--- src/rtl/upd_pkg.sv ---
package upd_pkg;

    // Characters that the decoder treats specially
    localparam logic [7:0] CHAR_PLUS    = 8'h2B;
    localparam logic [7:0] CHAR_SPACE   = 8'h20;
    localparam logic [7:0] CHAR_PERCENT = 8'h25;
    localparam logic [7:0] CHAR_ZERO    = 8'h30;
    localparam logic [7:0] LOWER_BASE   = 8'h61 - 8'd10;
    localparam logic [7:0] UPPER_BASE   = 8'h41 - 8'd10;

    // Most results one input beat can produce
    localparam int MAX_RESULTS = 2;

    // Entries in the result queue at the output
    localparam int QDEPTH = 3;

    // One raw byte of the encoded string
    typedef struct packed {
        logic [7:0] raw_byte;
        logic       end_of_string;
    } enc_beat_t;

    // One decoded result
    typedef struct packed {
        logic [7:0] out_byte;
        logic       byte_valid;
        logic       end_of_output;
    } dec_beat_t;

    // Results produced by one input beat
    typedef struct packed {
        logic [1:0] count;
        dec_beat_t  second;
        dec_beat_t  first;
    } dec_group_t;

    function automatic logic is_hex(input logic [7:0] c);
        return c inside {[8'h30:8'h39], [8'h61:8'h66], [8'h41:8'h46]};
    endfunction

    function automatic logic [3:0] hex_value(input logic [7:0] c);
        logic [7:0] diff;
        diff = 8'd0;
        if (c inside {[8'h30:8'h39]})
            diff = c - CHAR_ZERO;
        else if (c inside {[8'h61:8'h66]})
            diff = c - LOWER_BASE;
        else if (c inside {[8'h41:8'h46]})
            diff = c - UPPER_BASE;
        return diff[3:0];
    endfunction

endpackage

--- src/rtl/upd_decode.sv ---
module upd_decode
    import upd_pkg::*;
(
    input  logic       clk,
    input  logic       rst_n,
    input  logic       take,
    input  enc_beat_t  beat,
    output dec_group_t results
);

    typedef enum logic [1:0] {
        PH_IDLE  = 2'd0,
        PH_PCT   = 2'd1,
        PH_DIGIT = 2'd2
    } phase_t;

    phase_t     phase_reg, phase_next;
    logic [7:0] held_reg, held_next;

    dec_beat_t  res [MAX_RESULTS];
    logic [1:0] n;
    logic [7:0] b;
    logic       b_hex;
    logic       b_pct;
    logic [7:0] b_fresh;

    // Per-byte decode: escape tracking, plus mapping, end-of-string flush
    always_comb
    begin
        b       = beat.raw_byte;
        b_hex   = is_hex(b);
        b_pct   = (b == CHAR_PERCENT);
        b_fresh = (b == CHAR_PLUS) ? CHAR_SPACE : b;

        phase_next = phase_reg;
        held_next  = held_reg;
        n          = 2'd0;
        res[0]     = '0;
        res[1]     = '0;

        case (phase_reg)
            PH_PCT:
            begin
                if (b_hex)
                begin
                    held_next  = b;
                    phase_next = PH_DIGIT;
                end
                else if (b_pct)
                    phase_next = PH_PCT;
                else
                begin
                    phase_next = PH_IDLE;
                    res[n[0]]  = '{out_byte: b_fresh, byte_valid: 1'b1, end_of_output: 1'b0};
                    n          = n + 2'd1;
                end
            end
            PH_DIGIT:
            begin
                if (b_hex)
                begin
                    res[n[0]]  = '{out_byte: {hex_value(held_reg), hex_value(b)},
                                   byte_valid: 1'b1, end_of_output: 1'b0};
                    n          = n + 2'd1;
                    phase_next = PH_IDLE;
                end
                else
                begin
                    // bad second digit: held digit goes out as is
                    res[n[0]] = '{out_byte: held_reg, byte_valid: 1'b1, end_of_output: 1'b0};
                    n         = n + 2'd1;
                    if (b_pct)
                        phase_next = PH_PCT;
                    else
                    begin
                        phase_next = PH_IDLE;
                        res[n[0]]  = '{out_byte: b_fresh, byte_valid: 1'b1,
                                       end_of_output: 1'b0};
                        n          = n + 2'd1;
                    end
                end
            end
            default:
            begin
                if (b_pct)
                    phase_next = PH_PCT;
                else
                begin
                    phase_next = PH_IDLE;
                    res[n[0]]  = '{out_byte: b_fresh, byte_valid: 1'b1, end_of_output: 1'b0};
                    n          = n + 2'd1;
                end
            end
        endcase

        // end of string: flush a held digit, mark the last result
        if (beat.end_of_string)
        begin
            if (phase_next == PH_DIGIT)
            begin
                res[n[0]] = '{out_byte: held_next, byte_valid: 1'b1, end_of_output: 1'b0};
                n         = n + 2'd1;
            end
            if (n == 2'd0)
            begin
                res[0] = '0;
                n      = 2'd1;
            end
            res[n[0] ^ 1'b1].end_of_output = 1'b1;
            phase_next = PH_IDLE;
            held_next  = 8'd0;
        end

        results.count  = n;
        results.first  = res[0];
        results.second = res[1];
    end

    // Escape state
    always_ff @(posedge clk or negedge rst_n)
    begin
        if (!rst_n)
        begin
            phase_reg <= PH_IDLE;
            held_reg  <= 8'd0;
        end
        else if (take)
        begin
            phase_reg <= phase_next;
            held_reg  <= held_next;
        end
    end

endmodule

--- src/rtl/url_percent_decoder.sv ---
// URL percent decoder.
// enc channel: one raw byte per beat with an end_of_string flag.
// dec channel: decoded bytes, one per beat; end_of_output marks the last
// result of a string, and a string that decodes to nothing gives one beat
// with byte_valid low.
// Both channels use valid/stall: a beat moves on an edge with valid high
// and stall low.
// A result reaches dec only from the registered result queue.
// Throughput: one input beat per cycle while enc_stall is low. A beat
// that yields two results (a broken escape) puts both in the three-entry
// result queue, and enc_stall rises once two results are waiting;
// enc_stall is decoded from the registered queue count.
// When the receiver stalls dec, the head result holds and the queue keeps
// taking input until two results are queued.
// Reset clears the escape state and empties the queue; no beat is offered
// on dec until a new input is taken.
module url_percent_decoder
    import upd_pkg::*;
(
    input  logic      clk,
    input  logic      rst_n,
    input  logic      enc_valid,
    output logic      enc_stall,
    input  enc_beat_t enc_beat,
    output logic      dec_valid,
    input  logic      dec_stall,
    output dec_beat_t dec_beat
);

    dec_group_t results;
    logic       take;
    logic       pop;
    logic [1:0] cnt_reg, cnt_next;
    logic [1:0] cnt_kept;
    logic [1:0] push_n;
    dec_beat_t  q_reg  [QDEPTH];
    dec_beat_t  q_next [QDEPTH];

    assign enc_stall = (cnt_reg >= 2'd2);
    assign take      = enc_valid && !enc_stall;
    assign dec_valid = (cnt_reg != 2'd0);
    assign dec_beat  = q_reg[0];
    assign pop       = dec_valid && !dec_stall;

    upd_decode u_decode (
        .clk     (clk),
        .rst_n   (rst_n),
        .take    (take),
        .beat    (enc_beat),
        .results (results)
    );

    // Result queue: shift out at the head, append new results behind
    always_comb
    begin
        cnt_kept = cnt_reg - {1'b0, pop};
        push_n   = take ? results.count : 2'd0;
        for (int i = 0; i < QDEPTH; i++)
        begin
            if (pop && (i < QDEPTH - 1))
                q_next[i] = q_reg[i + 1];
            else
                q_next[i] = q_reg[i];
            if ((push_n != 2'd0) && (2'(i) == cnt_kept))
                q_next[i] = results.first;
            if ((push_n == 2'd2) && (2'(i) == 2'(cnt_kept + 2'd1)))
                q_next[i] = results.second;
        end
        cnt_next = cnt_kept + push_n;
    end

    always_ff @(posedge clk or negedge rst_n)
    begin
        if (!rst_n)
            cnt_reg <= 2'd0;
        else
            cnt_reg <= cnt_next;
    end

    always_ff @(posedge clk)
    begin
        for (int i = 0; i < QDEPTH; i++)
            q_reg[i] <= q_next[i];
    end

endmodule
--- config.mk ---
export PLATFORM = sky130hd
export DESIGN_NAME = url_percent_decoder
export DESIGN_NICKNAME = d
export VERILOG_FILES = /design/src/rtl/upd_pkg.sv /design/src/rtl/upd_decode.sv /design/src/rtl/url_percent_decoder.sv
export SDC_FILE = /design/constraint.sdc
export NUM_CORES = 1
export LEC_CHECK = 0
export BUFFER_PORTS_ARGS = -buffer_cell sky130_fd_sc_hd__buf_2
export CORE_UTILIZATION = 30
export CTS_CLUSTER_DIAMETER = 120
export DETAILED_ROUTE_END_ITERATION = 6
export GPL_TIMING_DRIVEN = 0
export PLACE_DENSITY = 0.54
export SETUP_SLACK_MARGIN = 0.4
export SLEW_MARGIN = 5
export SYNTH_ARGS = -nofsm -noshare
export SYNTH_HDL_FRONTEND = slang
export SYNTH_SLANG_ARGS = --single-unit
--- constraint.sdc ---
create_clock -name clk -period 4.4 [get_ports clk]
set_clock_uncertainty 0.05 [all_clocks]
set_input_delay 0.44 -clock clk [delete_from_list [all_inputs] [get_ports clk]]
set_output_delay 0.44 -clock clk [all_outputs]
set_load 0.005 [all_outputs]
== Word level (Yosys, flattened, before mapping) ==
Memory sizes are Yosys's and may differ from the RTL's.
Index checks and enable logic that the tools add are counted.
Storage, ports and cells
  output and inout port bits: 12
  memories: 1
  input bits: 13
  bits in registers: 12
  word-level logic and storage cells: 118
  memory bits (writable): 30
Operators by class
  $add $sub $neg: 10
  bitwise logic cells: 3
  equality and inequality tests: 10
  muxes and demuxes: 50
  magnitude comparators: 17
  reductions and logical operators: 24
Memory list
  q_reg: words 3, bits a word 10, read ports 3, clocked after Yosys merged registers in 0, write ports 3, RTL line url_percent_decoder.sv:36  | dec_beat_t q_reg [QDEPTH];
Operators by type and width (number)
  10-bit 2-to-1 mux: 15
  20-bit 2-to-1 mux: 3
  20-bit bitwise mux: 2
  8-bit by 7-bit >= comparator with 1-bit output (second input constant): 4
  8-bit by 7-bit <= comparator with 1-bit output (second input constant): 4
  8-bit 2-to-1 mux: 4
  2-bit 2-to-1 mux: 12
  4-bit 2-to-1 mux: 6
  10-bit demux with 1-bit select: 2
  10-bit case mux with 2 select lines: 1
  8-bit by 6-bit == test with 1-bit output (second input constant): 2
  8-bit by 6-bit >= comparator with 1-bit output (second input constant): 2
  8-bit by 6-bit <= comparator with 1-bit output (second input constant): 2
  1-bit logical AND: 16
  4-bit by 3-bit subtractor with 4-bit output (second input constant): 4
  2-bit case mux with 2 select lines: 2
  4-bit by 1-bit subtractor with 4-bit output (second input constant): 2
  2-bit == test (second input constant): 3
  2-bit >= comparator (second input constant): 3
  2-bit logical NOT: 3
  2-bit by 1-bit adder with 2-bit output (second input constant): 2
  1-bit by 2-bit == test with 1-bit output (first input constant): 2
  2-bit == test (first input constant): 2
  2-bit by 1-bit < comparator with 1-bit output (second input constant): 2
  9 further kinds: 14

== Depth between registers and ports, before layout ==
  word-level depth: 21
  gate-level depth with buffers: 12
  mapped depth without buffers: 11

== By module ==
A second synthesis with hierarchy kept.
Unflattened totals
  cell total of the unflattened synthesis: 409
  area, all modules: 3614.7 um^2
Modules (own cells, without submodules)
  url_percent_decoder: seq. area each 950.9 um^2, area an instance 2004.4 um^2, instances 1, cells each 195
  upd_decode: seq. area each 250.2 um^2, area an instance 1610.3 um^2, instances 1, cells each 214

== Least setup slack after synthesis ==
Ideal clock, no wire load.
  kind: input to register
  start: input enc_beat[2] (netlist name)
  end: memory q_reg[0][0] (netlist name), enable pin
  required time: 4001 ps
  data arrival time: 2642 ps
  slack: 1359 ps
  buffers on the path: 1
  cell stages on the path: 9
  setup time: 349 ps
  path through: inv_1 -> ha_1 -> o21bai_1 -> a211oi_4 -> a21oi_2 -> mux2_4 -> or4b_4 -> buf_6 -> nand3_1
RTL lines
  start: declaration: RTL line url_percent_decoder.sv:24  | input enc_beat_t enc_beat,
  end: declaration: RTL line url_percent_decoder.sv:36

==> results.tsv <==
metric	value	unit
status	complete, no violations	
CTS tree	done	
Clock Sinks	42	
Netlist cell types	69	
Syn Nets	366	
cell family with most CP delay	compound AO/OA/AOI/OAI gates	
critical path's slowest cell	a311oi_1	
Post-Syn Area	3098	um2
Congestion Overflow GR	0	
DR vias/cell	5.363	
Final Routed Wirelength	7.971	mm
fillers	1042	
die width	103.6	um
leak pwr	1.324	nW
DIE AREA	10740	um2
achievable clock frequency	285.8	MHz
min-delay src	enc_valid	
slew of the pin with the lowest slew margin	857.0	ps
maximum vdd drop	221.0	uV
Clk pin slew, worst setup/hold paths	90	ps
worst-skew pair later-pin latency	300	ps
root buf cell	clkbuf_8	
Syn-to-layout area delta	12.96	%
routed vias	2719	
TritonRoute pass-1 iters	5	
vias in the first global route	2579	
initial antenna violation count	0	
first-pass GRT wire length	13.24	mm
GRT Total Usage	15.21	%
final setup TNS	0	ps
Setup-failing EPs final	0	
R2R Setup Slk	900	ps
reg-to-reg endpoint	q_reg[0][25]	
post-layout min period	3499	ps
Initial Util	31.26	%
r2r worst-path depth	9	
commonest cells after routing, fill and taps aside	nand2_1, edfxtp_1, o21ai_0	
fin crit share	79.53	%
Cell Rows	36	
DIE HEIGHT	103.6	um
io pins	25	
initial DRC count	212	
Final Hold Viols	0	
H-tree levels	2	
post-synthesis sequential area ratio	38.77	%
CP bufs+invs	3	
RR Startpoint	u_decode.phase_reg[0]	
Crit Path Class	reg2reg	
DP HPWL	6.114	mm
core region area	9910	um2
Max-slew headroom	42.06	%
ys async rst share	28.57	%
top_reg_cell synth	edfxtp_1	
synthesis-stage register bit count	42	
# Max-Cap Violations	0	
Hold WS	411.0	ps
most common cell after layout, fill and taps aside	nand2_1	
largest net degree at the start of global routing	14	
Max stage delay on crit path	670	ps
Ys Warns	0	
required time worst endpoint	4280	ps
Max Transition Viols Final	0	
number of enable flip-flop cells after synthesis	30	
Crit Path Max Fanout	10	
RSZ-0062 raised after global routing	false	
pwr/cell area	483.6	nW/um2
Worst path depth	9	
Min-Delay Endpoint	cnt_reg[1]	
total CTS buffers	5	
# diodes	0	
synthesized instance count	342	
Synth Area per Inst	9.058	um2
layout cells sized above 1	16.31	%
Crit. End Element	flip-flop	
footprint of the multi-input gates	1694	um2
crit path launch type	flip-flop	
CP Cell Sequence	inv_1 -> ha_1 -> clkbuf_1 -> inv_1 -> a311oi_1 -> nand2_1 -> a21oi_1 -> a21oi_1 -> nor2_1	
power consumption	0.001692	W
final core utilization	35.32	%
flip-flop count of the largest register after layout	30	
Gates resized, CTS repair	0	
fin nets	397	
DRC viols	0	
Crit path arrival time	3380	ps
post-route ant nets	0	
WHS Path Cells	3	
FF+latch area	1201	um2
Placer Congestion	0.9098	
Min-Delay Path Class	in2reg	
WL/cell	15.72	um
clock tree buffer depth	2	
input/output buffers	23	
-- Yosys cell counts (all sizes together) (9+ instances only) --
cell type	number	area share [%]
nand2	47	5.8
edfxtp	30	29
o21ai	28	4.5
a21oi	23	3.8
nor2	20	2.6
buf	15	3.5
clkbuf	13	1.6
nand3	13	2.1
dfrtp	12	9.7
inv	12	1.5
ha	11	4.4
a22oi	10	2.4
o221ai	10	2.8
mux2i	9	2.9
nor3	9	1.6
-- power by group --
group / switching, W / internal [W] / leakage (nW)
logic: 0.000362 / 0.000311 / 0.840
clock network: 0.000146 / 0.000170 / 0.0514
registers: 0.0000806 / 0.000623 / 0.434
total: 0.000588 / 0.00110 / 1.32
-- worst min-delay path: stages --
cell and delay (ps):
buf_2 100, a21o_1 120, xnor2_1 70
-- cell type report --
type                       count  share of cell area, %
multi-input combinational    260                  48.41
sequential                    42                  34.32
tap                          133                  4.755
buffer                        28                  4.505
timing repair buffer          24                  3.575
clock buffer                   6                  2.074
inverter                      12                  1.287
clock inverter                 2                  1.073
-- through the flow --
stage | cell area [um2] | instances | worst slack [ps]
3_3_place_gp | 3379 | 498 | 705.4
4_1_cts | 3500 | 507 | 966.5
2_1_floorplan | 3098 | 342 | 1359
6_report | 3500 | 507 | 900.8
3_5_place_dp | 3379 | 498 | 682.6
5_1_grt | 3500 | 507 | 669.3
-- worst max path at each step --
stage,start,to,slack (ps)
after floorplan,enc_beat[2],q_reg[0][0],1360
after global placement,enc_beat[2],q_reg[0][3],710
after detailed placement,enc_beat[2],q_reg[0][3],680
after CTS,u_decode.phase_reg[0],q_reg[0][25],970
after global routing,u_decode.phase_reg[0],q_reg[0][28],670
final,u_decode.phase_reg[0],q_reg[0][25],900
-- what timing repair did --
action / 4_1_cts / 5_1_grt
hold buffers: 1 / 0
buffers inserted: 0 / 0
endpoints found under the setup margin: 0 / 0
hold endpoints to repair: 12 / 0
-- routing by layer --
metal	track usage, %	up-vias	part of all wire (%)
met5	0	-	0
met4	3.313	0	1.4
met3	2.454	12	3.6
met2	25.89	72	47
met1	20.22	1296	48
li1	-	1339	-
-- kinds of logic after synthesis --
kind of cell	count (synthesis)	synth area share [%]
xor+xnor	2	0.5655
simple gates	122	20.64
mux	11	3.756
compound gates	114	25.28
fa+ha+maj	11	4.443
flops	42	38.77
buf+inv	40	6.543
Note: power is estimated with default switching activity, not from simulation.
